**src/design/crlr_pkg.sv**
```systemverilog
`default_nettype none

package crlr_pkg;

    // Fixed field widths of the streams and the register port
    localparam int ELEMS       = 8;
    localparam int ELEM_W      = 8;
    localparam int RANK_W      = 49;
    localparam int USIZE_W     = 9;
    localparam int SSIZE_W     = 4;
    localparam int IN_TDATA_W  = ELEMS * ELEM_W;
    localparam int OUT_TDATA_W = 56;
    localparam int APB_DATA_W  = 32;
    localparam int APB_ADDR_W  = 3;

    // Defaults for the top-level parameters
    localparam int MAX_SET_DEF      = 8;
    localparam int MAX_UNIVERSE_DEF = 256;

    // Register reset values
    localparam logic [USIZE_W-1:0] USIZE_RST = 9'd256;
    localparam logic [SSIZE_W-1:0] SSIZE_RST = 4'd1;

    // Register word index (paddr[2])
    typedef enum logic [0:0] {
        REG_UNIVERSE = 1'b0,
        REG_SET_SIZE = 1'b1
    } t_reg_idx;

    typedef logic [ELEM_W-1:0] t_elem;
    typedef logic [RANK_W-1:0] t_rank;

endpackage

`default_nettype wire

```
**src/design/crlr_check.sv**
```systemverilog
`default_nettype none

module crlr_check #(
    parameter int MAX_SET      = crlr_pkg::MAX_SET_DEF,
    parameter int MAX_UNIVERSE = crlr_pkg::MAX_UNIVERSE_DEF
) (
    input  wire logic                                i_clk,
    input  wire logic                                i_rst_n,
    input  wire logic                                i_ce,
    input  wire logic                                i_load,
    input  wire crlr_pkg::t_elem                     i_elem [crlr_pkg::ELEMS],
    input  wire logic [crlr_pkg::USIZE_W-1:0]        i_usize,
    input  wire logic [crlr_pkg::SSIZE_W-1:0]        i_ssize,
    output logic                                     o_valid,
    output logic                                     o_bad,
    output logic                                     o_use [(MAX_SET < crlr_pkg::ELEMS) ?
                                                               MAX_SET : crlr_pkg::ELEMS],
    output logic [$clog2(MAX_SET+1)-1:0]             o_col [(MAX_SET < crlr_pkg::ELEMS) ?
                                                               MAX_SET : crlr_pkg::ELEMS],
    output logic [$clog2(MAX_UNIVERSE+1)-1:0]        o_addr [(MAX_SET < crlr_pkg::ELEMS) ?
                                                               MAX_SET : crlr_pkg::ELEMS],
    output logic [$clog2(MAX_UNIVERSE+1)-1:0]        o_top_addr,
    output logic [$clog2(MAX_SET+1)-1:0]             o_top_col
);

    localparam int NLANE = (MAX_SET < crlr_pkg::ELEMS) ? MAX_SET : crlr_pkg::ELEMS;
    localparam int AW    = $clog2(MAX_UNIVERSE + 1);
    localparam int CW    = $clog2(MAX_SET + 1);

    logic [AW-1:0] uni_eff;
    logic          n_bad;
    logic          n_use      [NLANE];
    logic [CW-1:0] n_col      [NLANE];
    logic [AW-1:0] n_addr     [NLANE];
    logic [AW-1:0] n_top_addr;
    logic [CW-1:0] n_top_col;

    logic          r_valid;
    logic          r_bad;
    logic          r_use      [NLANE];
    logic [CW-1:0] r_col      [NLANE];
    logic [AW-1:0] r_addr     [NLANE];
    logic [AW-1:0] r_top_addr;
    logic [CW-1:0] r_top_col;

    // Range and order checks, then per-lane row m = n-1-e_i and column k = p-i
    always_comb begin
        uni_eff = (32'(i_usize) > MAX_UNIVERSE) ? AW'(MAX_UNIVERSE) : AW'(i_usize);
        n_bad   = (i_ssize == '0) || (32'(i_ssize) > MAX_SET) ||
                  (32'(i_ssize) > crlr_pkg::ELEMS);
        for (int i = 0; i < NLANE; i++) begin
            n_use[i] = 32'(i_ssize) > i;
            if (n_use[i] && (32'(i_elem[i]) >= 32'(uni_eff))) begin
                n_bad = 1'b1;
            end
        end
        for (int i = 1; i < NLANE; i++) begin
            if (n_use[i] && (i_elem[i] <= i_elem[i-1])) begin
                n_bad = 1'b1;
            end
        end
        for (int i = 0; i < NLANE; i++) begin
            if (n_use[i] && !n_bad) begin
                n_addr[i] = AW'(32'(uni_eff) - 32'(i_elem[i]) - 1);
                n_col[i]  = CW'(32'(i_ssize) - i);
            end else begin
                n_addr[i] = '0;
                n_col[i]  = '0;
            end
        end
        // Total count C(n, p) of the subsets
        n_top_addr = n_bad ? '0 : uni_eff;
        n_top_col  = n_bad ? '0 : CW'(i_ssize);
    end

    always_ff @(posedge i_clk) begin
        if (!i_rst_n) begin
            r_valid <= 1'b0;
        end else if (i_ce) begin
            r_valid <= i_load;
        end
    end

    always_ff @(posedge i_clk) begin
        if (i_ce) begin
            r_bad      <= n_bad;
            r_top_addr <= n_top_addr;
            r_top_col  <= n_top_col;
            for (int i = 0; i < NLANE; i++) begin
                r_use[i]  <= n_use[i];
                r_col[i]  <= n_col[i];
                r_addr[i] <= n_addr[i];
            end
        end
    end

    assign o_valid    = r_valid;
    assign o_bad      = r_bad;
    assign o_use      = r_use;
    assign o_col      = r_col;
    assign o_addr     = r_addr;
    assign o_top_addr = r_top_addr;
    assign o_top_col  = r_top_col;

endmodule

`default_nettype wire

```
**config.mk**
```make
export PLATFORM = sky130hd
export DESIGN_NAME = crlr_check
export DESIGN_NICKNAME = d
export VERILOG_FILES = /design/src/design/crlr_pkg.sv /design/src/design/crlr_check.sv
export SDC_FILE = /design/constraint.sdc
export NUM_CORES = 1
export LEC_CHECK = 0
export BUFFER_PORTS_ARGS = -buffer_cell sky130_fd_sc_hd__buf_2
export CORE_ASPECT_RATIO = 0.8
export CORE_MARGIN = 5
export CORE_UTILIZATION = 36
export CTS_CLUSTER_DIAMETER = 150
export DETAILED_ROUTE_END_ITERATION = 8
export PLACE_DENSITY = 0.59
export SYNTH_ARGS = -nofsm -noshare
export SYNTH_HDL_FRONTEND = slang
export SYNTH_SLANG_ARGS = --single-unit
```
**constraint.sdc**
```tcl
create_clock -name i_clk -period 5.2 [get_ports i_clk]
set_clock_uncertainty 0.1 [all_clocks]
set_input_delay 1.04 -clock i_clk [delete_from_list [all_inputs] [get_ports i_clk]]
set_output_delay 1.04 -clock i_clk [all_outputs]
set_load 0.05 [all_outputs]
```
## Word-level counts from Yosys, hierarchy flattened

Index checks and enable logic that the tools add are counted.

- Logic and storage cells: 119
- Output and inout port bits: 127
- Bits in registers: 127
- Input bits: 81

- Muxes and demuxes: 16
- $add $sub $neg: 23
- Magnitude comparators: 25
- Reduce and logical (&&, ||, !) cells: 27

Operators with widths:

| operator | count |
|---|---|
| >= comparator 8 x 9 -> 1 bit | 8 |
| subtractor 9 x 2 -> 9 bit, second input constant | 8 |
| subtractor 9 x 8 -> 9 bit | 8 |
| less-or-equal comparator 8 bit | 7 |
| logical AND 1 bit | 23 |
| > comparator 4 x 3 -> 1 bit, second input constant | 4 |
| subtractor 4 x 3 -> 4 bit, second input constant | 4 |
| 2-to-1 mux 1 bit | 15 |
| > comparator 9 bit, second input constant | 1 |
| 2-to-1 mux 9 bit | 1 |
| > comparator 4 x 1 -> 1 bit, second input constant | 2 |
| > comparator 4 x 2 -> 1 bit, second input constant | 2 |
| subtractor 4 x 2 -> 4 bit, second input constant | 2 |
| > comparator 4 bit, second input constant | 1 |
| logical NOT 4 bit | 1 |
| subtractor 4 x 1 -> 4 bit, second input constant | 1 |
| logical OR 1 bit | 2 |
| logical NOT 1 bit | 1 |

## Longest topological paths before layout

Gate-level depths: netlist (run 1).

- Word-level depth: 21
- Depth in mapped cells: 16
- Depth with buffers taken out: 11

## Worst setup path after synthesis (run 1)

Ideal clock, no wire load.

- Path type: input to register
- Start point: input port i_usize[8] in the netlist's numbering
- End point: register r_bad, in the netlist o_bad (data pin)
- Data arrival time: 4091 ps
- Path slack: 750 ps
- Buffers on the path: 3
- Required time: 4841 ps
- Stages on the path: 14
- Setup time: 259 ps
- Cell sequence: inv_2 clkbuf_1 nand2_1 inv_1 ha_1 nand2_1 o21ai_0 o2111a_1 or4_1 nor4_1 nand4_1 buf_2 buf_6 or2_1

- Word-level cells in the longest chain between the ends: 19
- Elaborated cells between the ends (all ways): 33

Ends and longest elaborated chain:

| element | line | text |
|---|---|---|
| start: declaration | crlr_check.sv:12 | `input wire logic [crlr_pkg::USIZE_W-1:0] i_usize,` |
| > comparator 9 bit * | crlr_check.sv:48 | `uni_eff = (32'(i_usize) > MAX_UNIVERSE) ? AW'(MAX_UNIVERSE) : AW'(i_usize);` |
| 2-to-1 mux 9 bit * | crlr_check.sv:48 |  |
| named net uni_eff[1] | crlr_check.sv:30 | `logic [AW-1:0] uni_eff;` |
| >= comparator 8 x 9 -> 1 bit | crlr_check.sv:53 | `if (n_use[i] && (32'(i_elem[i]) >= 32'(uni_eff))) begin` |
| logical AND 1 bit | crlr_check.sv:53 |  |
| 2-to-1 mux 1 bit (7 in series) | crlr_check.sv:53 |  |
| 2-to-1 mux 1 bit * | crlr_check.sv:53 |  |
| 2-to-1 mux 1 bit * (7 in series) | crlr_check.sv:58 | `if (n_use[i] && (i_elem[i] <= i_elem[i-1])) begin` |
| named net n_bad | crlr_check.sv:31 | `logic n_bad;` |
| end signal: assignment | crlr_check.sv:86 | `r_bad <= n_bad;` |
| end: declaration | crlr_check.sv:39 | `logic r_bad;` |

Mark *: on every way through the listed nets, which the timed path passes. The rest lies on a longest branch.
A chain may end at the register's enable or synchronous reset.

## Final worst setup path (run 1)

- Start point: input port i_usize[8] in the netlist's numbering
- End point: register r_addr (netlist bit o_addr[57]) (data pin)

- Word-level cells in the longest chain between the ends: 21
- Elaborated cells between the ends (all ways): 37

Ends and longest elaborated chain:

| element | line | text |
|---|---|---|
| > comparator 9 bit * | crlr_check.sv:48 |  |
| 2-to-1 mux 9 bit * | crlr_check.sv:48 |  |
| named net uni_eff[3] | crlr_check.sv:30 |  |
| >= comparator 8 x 9 -> 1 bit | crlr_check.sv:53 |  |
| logical AND 1 bit | crlr_check.sv:53 |  |
| 2-to-1 mux 1 bit (8 in series) | crlr_check.sv:53 |  |
| 2-to-1 mux 1 bit (7 in series) | crlr_check.sv:58 |  |
| logical NOT 1 bit | crlr_check.sv:63 | `if (n_use[i] && !n_bad) begin` |
| logical AND 1 bit | crlr_check.sv:63 |  |
| end signal: indexed assignment | crlr_check.sv:92 | `r_addr[i] <= n_addr[i];` |
| end: declaration | crlr_check.sv:42 | `logic [AW-1:0] r_addr [NLANE];` |

Marked as above.

==> impl_metrics.json, run 1 <==
{
  "drc": 0,
  "start_kind": "primary input",
  "reg2reg_setup_slack_ns": 4.52,
  "cellLeakagePower_uw": 0.005527,
  "max-clock-path-buffers": 2,
  "die_w_um": 202.6,
  "post-route-util_pct": 43.74,
  "clock_latency_ns": 0.43,
  "power_switching_uw": 1211,
  "peakVddDrop_uv": 216.7,
  "area_growth_pct": 19.95,
  "cp_top_family": "buffers and inverters",
  "num_rows": 56,
  "clkSinkCount": 127,
  "place_hpwl_um": 27580,
  "post_cts_resize_count": 0,
  "hold_viol": 0,
  "timing.setup.tns_ns": 0,
  "start_util_pct": 36.47,
  "hold-worst-slack_ns": 0.4173,
  "ctsRootBufferMaster": "clkbuf_16",
  "r2r-end": "o_valid",
  "async_flop_share_pct": 0,
  "path_class": "in2reg",
  "drive_gt1_share_pct": 27.49,
  "antenna_left": 0,
  "yosysSeqAreaShare_pct": 35.61,
  "fin_crit_sh_pct": 84.93,
  "synth_seq_cells": 127,
  "cpMostUsedCell": "buf_4",
  "path_cells": "buf_2 -> inv_2 -> nand2_1 -> inv_1 -> ha_1 -> nand4_1 -> nor2_1 -> o31ai_1 -> o311ai_1 -> a2111oi_1 -> buf_4 -> a41oi_4 -> buf_4 -> buf_4 -> nor4_1",
  "ys_warn_count": 0,
  "critPathMaxStageDelay_ns": 0.44,
  "fillers": 2845,
  "syn_inst": 1023,
  "synth-main-ff-cell": "edfxtp_1",
  "drtIter0Drc": 794,
  "combPwrFrac_pct": 30.4,
  "cpMaxStageDelayCell": "inv_1",
  "post_cts_buffers": 0,
  "p_seq_share_pct": 35.7,
  "clk_pin_slew_ns": 0.06,
  "syn-cell-area_um2": 10680,
  "crit_path_max_fanout": 19,
  "io_buffers": 207,
  "antenna_found_initial": 0,
  "track_usage_pct": 21.04,
  "nets": 1518,
  "power.internal_uw": 2146,
  "switching_share_pct": 36.06,
  "synth_edf_count": 126,
  "outcome": "finished clean",
  "setup-violations-final": 0,
  "rsz0062_at_grt": "false",
  "num_antenna_cells": 0,
  "worst_pin_slew_ns": 0.8474,
  "critPathCaptureType": "flop",
  "critical_path_depth": 15,
  "powerDensity_nw_per_um2": 262.0,
  "fmax_mhz": 226.4,
  "die_h_um": 164.1,
  "syn_avg_cell_area_um2": 10.44,
  "io-pin-count": 208,
  "maxSlewViolCount": 0,
  "grt_max_degree": 92,
  "holdBufCountCts": 0,
  "final_cell_mix": "buf_2 (206), ha_1 (187), edfxtp_1 (126), inv_1 (88), nand2_1 (75)",
  "worstPathArrival_ns": 4.54,
  "reg2reg_from": "o_valid",
  "worstRegToRegCells": 2,
  "cts_tree": "done",
  "syn_nets": 1299,
  "hp-class": "reg2reg",
  "grt_pass1_vias": 8548,
  "relSlewSlack_pct": 43.51,
  "routed_wl_um": 35270,
  "cts_inserted_buffers": 17,
  "critPathLaunch": "i_usize[8]",
  "p_clk_share_pct": 33.9,
  "period_needed_ns": 4.416,
  "via_per_inst": 5.373,
  "total_power_uw": 3357,
  "dieArea_um2": 33230,
  "first_pass_iters": 7,
  "worst-path-buf-inv": 6,
  "synthDistinctLibCells": 59,
  "wl_per_cell_um": 21.61,
  "maxCapViolCount": 0,
  "critPathCapture": "o_addr[57]",
  "grt-ovfl-total": 0,
  "routed-via-count": 8769,
  "routabilityCongestion": 0.9347,
  "htreeDepth": 4,
  "cp.required_ns": 5.33,
  "core_area_um2": 29290,
  "layout.cells.most_common": "buf_2",
  "grt_pass1_wl_um": 52790
}
## power by group through the flow
stage	logic (µW)	registers [µW]	clock network [µW]
after floorplan	483	1420	0
after global placement	1010	1220	0
after detailed placement	1010	1220	0
after CTS	1020	1200	1160
after global routing	1100	1200	1210
final	1020	1200	1140
## cells in the mapped netlist, types with 2 or more instances
cell type / n / share of area (%)
buf_2: 13 / 0.61
and3_1: 2 / 0.12
o22ai_1: 2 / 0.12
o21bai_1: 10 / 0.70
a211o_1: 2 / 0.16
o21a_1: 4 / 0.28
o31a_1: 2 / 0.16
a2111oi_0: 5 / 0.41
nor3b_2: 2 / 0.23
buf_6: 7 / 0.74
buf_1: 2 / 0.070
buf_4: 6 / 0.42
o21ai_0: 36 / 1.7
a211oi_1: 4 / 0.28
o211ai_1: 11 / 0.77
o31ai_1: 3 / 0.21
nor2_1: 47 / 1.7
xor2_1: 25 / 2.1
nor3_2: 17 / 1.6
nor2b_1: 15 / 0.88
nor4b_2: 10 / 1.4
nand4_1: 24 / 1.4
edfxtp_1: 126 / 35
a21o_1: 20 / 1.4
a21oi_1: 67 / 3.1
and4_1: 2 / 0.16
nand2_1: 75 / 2.6
inv_1: 88 / 3.1
nand3_1: 8 / 0.37
o41ai_1: 11 / 0.90
xnor2_1: 38 / 3.1
clkbuf_1: 13 / 0.46
nor3_1: 42 / 2.0
nor4_2: 38 / 4.5
inv_2: 2 / 0.070
fa_1: 8 / 1.5
nor4_1: 24 / 1.4
o2111ai_1: 2 / 0.16
ha_1: 187 / 22
nand2b_1: 4 / 0.23
## routing by layer
| metal | vias to the layer above | wire, µm | GRT usage, % |
|---|---|---|---|
| met3 | 36 | 3048 | 5.705 |
| li1 | 4219 | - | - |
| met2 | 357 | 14880 | 31.15 |
| met4 | 0 | 591 | 4.596 |
| met1 | 4157 | 16750 | 30.84 |
| met5 | - | 0 | 0 |
## worst min-delay path by stage
stage / from / endpoint / slack, ns / cells after the start
CTS: o_valid / o_valid / 0.42 / 2
floorplan: o_valid / o_valid / 0.64 / 2
global route: o_valid / o_valid / 0.48 / 2
finish: o_valid / o_valid / 0.42 / 2
detailed placement: o_valid / o_valid / 0.41 / 2
global placement: o_valid / o_valid / 0.39 / 2
## state kept, by name, indices dropped and copies added, names as in the netlist
name / flops
o_top_addr: 9
o_use: 8
o_bad: 1
o_col: 32
o_valid: 1
o_addr: 72
o_top_col: 4
## metrics by stage
| stage | area, µm² | cells | worst slack (ns) |
|---|---|---|---|
| finish | 12810 | 1632 | 0.7837 |
| detailed placement | 12260 | 1600 | 0.4969 |
| floorplan | 10680 | 1023 | 0.7500 |
| global placement | 12260 | 1600 | 0.4408 |
| global route | 12810 | 1632 | 0.5582 |
| CTS | 12810 | 1632 | 0.9197 |
## tightest hold or removal path: stages, from the launching register on
cell,delay (ns)
dfxtp_1,0.32
mux2i_1,0.06
nor2b_1,0.10
## logic make-up after synthesis
logic type      share of synthesized area, %
flops                                  35.61
compound gates                         11.33
mux                                  0.09372
simple gates                           18.79
buf+inv                                5.600
fa+ha+maj                              23.41
xor+xnor                               5.166
## final cells by class
type	instances	area (µm²)	area share, %
Multi-Input combinational cell	762	6304	49.20
Sequential cell	127	3804	29.69
Timing Repair Buffer	241	1331	10.39
Tap cell	377	471.7	3.682
Clock buffer	19	432.9	3.379
Inverter	93	352.8	2.754
Clock inverter	13	115.1	0.8985
No activity file was read; power rests on OpenSTA's default activity.
==> run 2, diff against run 1 <==
--- a/config.mk
+++ b/config.mk
@@ -5,13 +5,14 @@
 export SDC_FILE = /design/constraint.sdc
 export NUM_CORES = 1
 export LEC_CHECK = 0
+export ABC_AREA = 1
 export BUFFER_PORTS_ARGS = -buffer_cell sky130_fd_sc_hd__buf_2
 export CORE_ASPECT_RATIO = 0.8
 export CORE_MARGIN = 5
 export CORE_UTILIZATION = 36
 export CTS_CLUSTER_DIAMETER = 150
 export DETAILED_ROUTE_END_ITERATION = 8
-export PLACE_DENSITY = 0.59
+export PLACE_DENSITY = 0.61
 export SYNTH_ARGS = -nofsm -noshare
 export SYNTH_HDL_FRONTEND = slang
 export SYNTH_SLANG_ARGS = --single-unit
==> constraint.sdc (replaced) <==
create_clock -name i_clk -period 3.6 [get_ports i_clk]
set_clock_uncertainty 0.1 [all_clocks]
set_input_delay 0.72 -clock i_clk [delete_from_list [all_inputs] [get_ports i_clk]]
set_output_delay 0.72 -clock i_clk [all_outputs]
set_load 0.05 [all_outputs]
==> run 2 against run 1 <==
  * Power is 45% higher
  * Setup slack worse by 0.50 ns
  * Register-to-register slack worse by 1.6 ns
  * First-iteration DRC count is 5.8% lower
  * Count of clock-buffer cells in the layout is 1 lower
==> impl_metrics.json, run 2 <==
{
  "outcome": "finished clean",
  "antenna_found_initial": 1,
  "syn-cell-area_um2": 10150,
  "routed_wl_um": 34560,
  "path_class": "in2reg",
  "yosysSeqAreaShare_pct": 37.46,
  "relSlewSlack_pct": 61.35,
  "cpMostUsedCell": "nand2_1",
  "power_switching_uw": 1742,
  "io-pin-count": 208,
  "synth_top_cells_by_area": "edfxtp_1 (37%), ha_1 (23%), inv_1 (6.4%), nand2_1 (6.3%), nor2_1 (5.6%)",
  "fillers": 2711,
  "num_antenna_cells": 0,
  "routed-via-count": 9098,
  "nets": 1779,
  "yosysMostFrequentCell": "ha_1",
  "hold_viol": 0,
  "dieArea_um2": 31680,
  "grt_max_degree": 50,
  "maxSlewViolCount": 0,
  "post-route-util_pct": 48.38,
  "cp.required_ns": 3.78,
  "p_seq_share_pct": 35.6,
  "die_h_um": 160.2,
  "final_area_um2": 13580,
  "area_growth_pct": 33.79,
  "grt_pass1_vias": 8952,
  "core_area_um2": 28080,
  "yosys.area.top_type_share_pct": 37.26,
  "period_needed_ns": 3.315,
  "hp-class": "in2reg",
  "num_rows": 55,
  "io_buffers": 207,
  "grt-ovfl-total": 0,
  "ys_warn_count": 0,
  "syn_nets": 1398,
  "synthDistinctLibCells": 37,
  "total_power_uw": 4870,
  "maxCapViolCount": 0,
  "start_util_pct": 36.16,
  "clk_pin_slew_ns": 0.06,
  "routabilityCongestion": 0.9336,
  "holdBufCountCts": 0,
  "cts_tree": "done",
  "critPathMaxStageDelay_ns": 0.32,
  "cellLeakagePower_uw": 0.006915,
  "syn_avg_cell_area_um2": 9.049,
  "place_area_um2": 12880,
  "fin_crit_sh_pct": 92.09,
  "ctsRootBufferMaster": "clkbuf_16",
  "place_hpwl_um": 27280,
  "worstPathArrival_ns": 3.49,
  "crit_path_max_fanout": 8,
  "wl_per_cell_um": 18.33,
  "cpMaxStageDelayCell": "o21bai_4",
  "via_per_inst": 4.827,
  "critPathCaptureType": "flop",
  "die_w_um": 197.8,
  "first_pass_iters": 5,
  "async_flop_share_pct": 0,
  "synth_edf_count": 126,
  "drc": 0,
  "synth_seq_cells": 127,
  "path_cells": "buf_2 -> nor4_2 -> a21oi_1 -> inv_2 -> nand2_2 -> inv_2 -> buf_12 -> ha_1 -> a21oi_2 -> nand2_1 -> nand2_1 -> nand2_1 -> nand2_1 -> nand2_1 -> nand2_1 -> nand2_1 -> nand2_1 -> nand3_2 -> o21bai_4 -> buf_4 -> nand3_4 -> nor2_1",
  "powerDensity_nw_per_um2": 358.5,
  "switching_share_pct": 35.77,
  "synth-main-ff-cell": "edfxtp_1",
  "worst_pin_slew_ns": 0.5797,
  "drive_gt1_share_pct": 29.24,
  "power.internal_uw": 3128,
  "drtIter0Drc": 748,
  "rsz0062_at_grt": "true",
  "clock_latency_ns": 0.43,
  "synth_commonest_cells": "ha_1 (187), inv_1 (172), nand2_1 (170), nor2_1 (151), edfxtp_1 (126)",
  "cts_inserted_buffers": 17,
  "layout.cells.most_common": "buf_2",
  "antenna_left": 0,
  "fmax_mhz": 301.7,
  "clkSinkCount": 127,
  "combPwrFrac_pct": 31.7,
  "peakVddDrop_uv": 314.2,
  "final_cell_mix": "buf_2 (206), ha_1 (187), nand2_1 (168), inv_1 (166), buf_4 (154)",
  "max-clock-path-buffers": 2,
  "track_usage_pct": 21.00,
  "synth_area_leader_cell": "edfxtp_1",
  "start_kind": "primary input",
  "syn_inst": 1122,
  "worst-path-buf-inv": 5,
  "reg2reg_setup_slack_ns": 2.87,
  "largest_reg_flops": 72,
  "setup-violations-final": 0,
  "cp_top_family": "simple AND/OR/NAND/NOR gates",
  "p_clk_share_pct": 32.7,
  "grt_pass1_wl_um": 50800,
  "htreeDepth": 4
}
-- run 2: cell type report --
cell class,count,area [µm²],area share [%]
clock buffers,18,429.2,3.159
multi-input cells,810,5741,42.26
inverters,176,665.6,4.900
flip-flops and latches,127,3804,28.00
repair buffers,371,2390,17.59
well taps,370,462.9,3.408
clock inverters,13,92.59,0.6816
-- run 2: metrics by stage --
step,std cells,worst slack (ns),hold slack [ns],TNS [ns]
finish,1885,0.2849,0.4146,0
global route,1885,-0.01482,0.4088,-0.07382
CTS,1875,0.03605,0.3967,0
detailed placement,1844,-0.3908,0.4215,-31.65
global placement,1844,-0.3091,0.4277,-26.93
floorplan,1122,0.009599,0.6535,0
-- run 2: tightest hold or removal path, cell delays in order --
cell	delay, ns
buf_2	0.09
inv_1	0.04
a21oi_1	0.05
-- run 2: worst paths after layout --
| check | startpoint | endpoint | depth (start not counted) |
|---|---|---|---|
| worst max-delay path | i_usize[3] | o_col[10] | 22 |
| worst min-delay path | i_load | o_valid | 3 |
| worst max register to register | o_valid | o_valid | 2 |
| worst min register to register | o_valid | o_valid | 2 |
-- run 2: logic make-up (layout without fill, tap and decap cells) --
group           count (synthesis)  count (layout)  synth area share [%]
simple gates                  379             385                 15.97
fa+ha+maj                     195             195                 24.62
buf+inv                       191             578                 7.455
compound gates                167             167                 9.057
flops                         127             127                 37.46
xor+xnor                       63              63                 5.434
-- run 2: timing repair --
action                                  CTS  global route
gates resized for setup                   0            21
endpoints found under the setup margin    0           117
setup buffers                             0             4
-- run 2: power groups by stage --
stage | clock network, µW | registers (µW) | logic, µW
after floorplan | 0 | 2050 | 621
after global placement | 0 | 1770 | 1500
after detailed placement | 0 | 1760 | 1510
after CTS | 1610 | 1730 | 1520
after global routing | 1670 | 1740 | 1690
final | 1590 | 1730 | 1550
-- run 2: per-layer routing --
layer	GRT usage [%]	share of wire, %	vias up
li1	-	-	4511
met1	31.57	47	4173
met2	31.31	42	386
met3	4.493	9.4	26
met4	3.974	0.97	2
met5	0	0.038	-
==> run 3, diff against run 2 <==
--- a/config.mk
+++ b/config.mk
@@ -13,6 +13,7 @@
 export CTS_CLUSTER_DIAMETER = 150
 export DETAILED_ROUTE_END_ITERATION = 8
 export PLACE_DENSITY = 0.61
+export RECOVER_POWER = 25
 export SYNTH_ARGS = -nofsm -noshare
 export SYNTH_HDL_FRONTEND = slang
 export SYNTH_SLANG_ARGS = --single-unit
==> run 3 against run 2 <==
  * The flow now finishes with violations (capacitance limit, slew limit)
  * Global-route usage is the same
  * Final area shrank 0.21%
  * Sequential share of layout area is 0.059 points higher
  * Non-clock buffer count stayed put
  * Clock power barely moved
  * Die area did not move
  * Via count up 0.82%
  * Critical path type unchanged
  * Largest power group unchanged
==> impl_metrics.json, run 3 (synthesis results as in run 2) <==
{
  "outcome": "finished, violations left",
  "violations": "capacitance limit, slew limit",
  "layout.cells.most_common": "buf_2",
  "powerDensity_nw_per_um2": 359.2,
  "drtIter0Drc": 778,
  "hp-class": "in2reg",
  "peakVddDrop_uv": 313.8,
  "crit_path_max_fanout": 49,
  "relSlewSlack_pct": -56.44,
  "rsz0062_at_grt": "true",
  "period_needed_ns": 3.439,
  "p_clk_share_pct": 32.7,
  "first_pass_iters": 5,
  "max-clock-path-buffers": 2,
  "io_buffers": 207,
  "setup-violations-final": 0,
  "path_class": "in2reg",
  "nets": 1779,
  "clock_latency_ns": 0.43,
  "power.internal_uw": 3127,
  "grt_max_degree": 50,
  "final_cell_mix": "buf_2 (205), ha_1 (187), nand2_1 (168), inv_1 (166), buf_4 (150)",
  "clkSinkCount": 127,
  "grt_pass1_vias": 8952,
  "start_util_pct": 36.16,
  "switching_share_pct": 35.78,
  "maxSlewViolCount": 42,
  "cts_tree": "done",
  "cp.required_ns": 3.55,
  "via_per_inst": 4.866,
  "core_area_um2": 28080,
  "largest_reg_flops": 72,
  "clk_pin_slew_ns": 0.06,
  "wl_per_cell_um": 18.36,
  "routed-via-count": 9173,
  "num_antenna_cells": 0,
  "combPwrFrac_pct": 31.7,
  "track_usage_pct": 21.00,
  "die_w_um": 197.8,
  "fin_crit_sh_pct": 95.54,
  "critPathCaptureType": "flop",
  "cellLeakagePower_uw": 0.006894,
  "path_cells": "clkbuf_1 -> clkbuf_4",
  "area_growth_pct": 33.51,
  "power_switching_uw": 1742,
  "grt-ovfl-total": 0,
  "worst_pin_slew_ns": 2.347,
  "antenna_left": 0,
  "fmax_mhz": 290.7,
  "die_h_um": 160.2,
  "cts_inserted_buffers": 17,
  "drive_gt1_share_pct": 28.91,
  "antenna_found_initial": 1,
  "ctsRootBufferMaster": "clkbuf_16",
  "dp_slack_ns": -0.3908,
  "holdBufCountCts": 0,
  "worstPathArrival_ns": 3.39,
  "dieArea_um2": 31680,
  "htreeDepth": 4,
  "cp_top_family": "buffers and inverters",
  "place_hpwl_um": 27280,
  "p_seq_share_pct": 35.6,
  "grt_pass1_wl_um": 50800,
  "maxCapViolCount": 1,
  "worst_slack_ns": 0.1606,
  "io-pin-count": 208,
  "routabilityCongestion": 0.9336,
  "worst-path-buf-inv": 2,
  "start_kind": "primary input",
  "total_power_uw": 4869,
  "critPathMaxStageDelay_ns": 1.64,
  "cpMaxStageDelayCell": "clkbuf_1",
  "drc": 0,
  "routed_wl_um": 34600,
  "hold_viol": 0,
  "num_rows": 55
}
## run 3: changes by cell type in the layout (fill, tap and decap cells not counted)
| cell | before | now |
|---|---|---|
| clkbuf_4 | 0 | 1 |
| buf_2 | 206 | 205 |
| buf_12 | 9 | 8 |
| clkbuf_1 | 1 | 6 |
| buf_4 | 154 | 150 |
## run 3: power by group through the flow
stage                     combinational [µW]  clock (µW)  sequential [µW]
after CTS                               1520        1610             1730
after global routing                    1690        1670             1740
final                                   1540        1590             1730
after detailed placement                1510           0             1760
after global placement                  1500           0             1770
after floorplan                          621           0             2050
## run 3: worst paths after layout
check	from	to	slack, ns	cells after the start
worst max-delay path	i_ce	o_top_addr[8]	0.16	2
worst min-delay path	i_load	o_valid	0.41	3
worst max register to register	o_valid	o_valid	2.87	2
worst min register to register	o_valid	o_valid	0.44	2
## run 3: through the flow
| stage | utilization, % | cell area, µm² | hold WS (ns) | TNS [ns] | std cells |
|---|---|---|---|---|---|
| 2_1_floorplan | - | 10160 | 0.6535 | 0 | 1122 |
| 3_3_place_gp | 45.88 | 12880 | 0.4277 | -26.93 | 1844 |
| 3_5_place_dp | 45.88 | 12880 | 0.4215 | -31.65 | 1844 |
| 4_1_cts | 47.74 | 13400 | 0.3967 | 0 | 1875 |
| 5_1_grt | 48.28 | 13560 | 0.4088 | -0.1755 | 1885 |
| 6_report | 48.28 | 13560 | 0.4148 | 0 | 1885 |
## run 3: layout make-up
cell class | count | area [µm²]
Clock buffer | 18 | 429.2
Clock inverter | 13 | 92.59
Fill cell | 2717 | 14520
Inverter | 176 | 665.6
Multi-Input combinational cell | 810 | 5741
Sequential cell | 127 | 3804
Tap cell | 370 | 462.9
Timing Repair Buffer | 371 | 2361
## run 3: timing repair
action	CTS	global route
endpoints found under the setup margin	0	117
resized for setup	0	21
setup buffers	0	4
## run 3: per-layer routing
| metal | share of wire (%) | up-vias | GRT usage [%] |
|---|---|---|---|
| li1 | - | 4513 | - |
| met1 | 48 | 4241 | 31.57 |
| met2 | 42 | 389 | 31.31 |
| met3 | 8.6 | 28 | 4.493 |
| met4 | 1.0 | 2 | 3.974 |
| met5 | 0.038 | - | 0 |
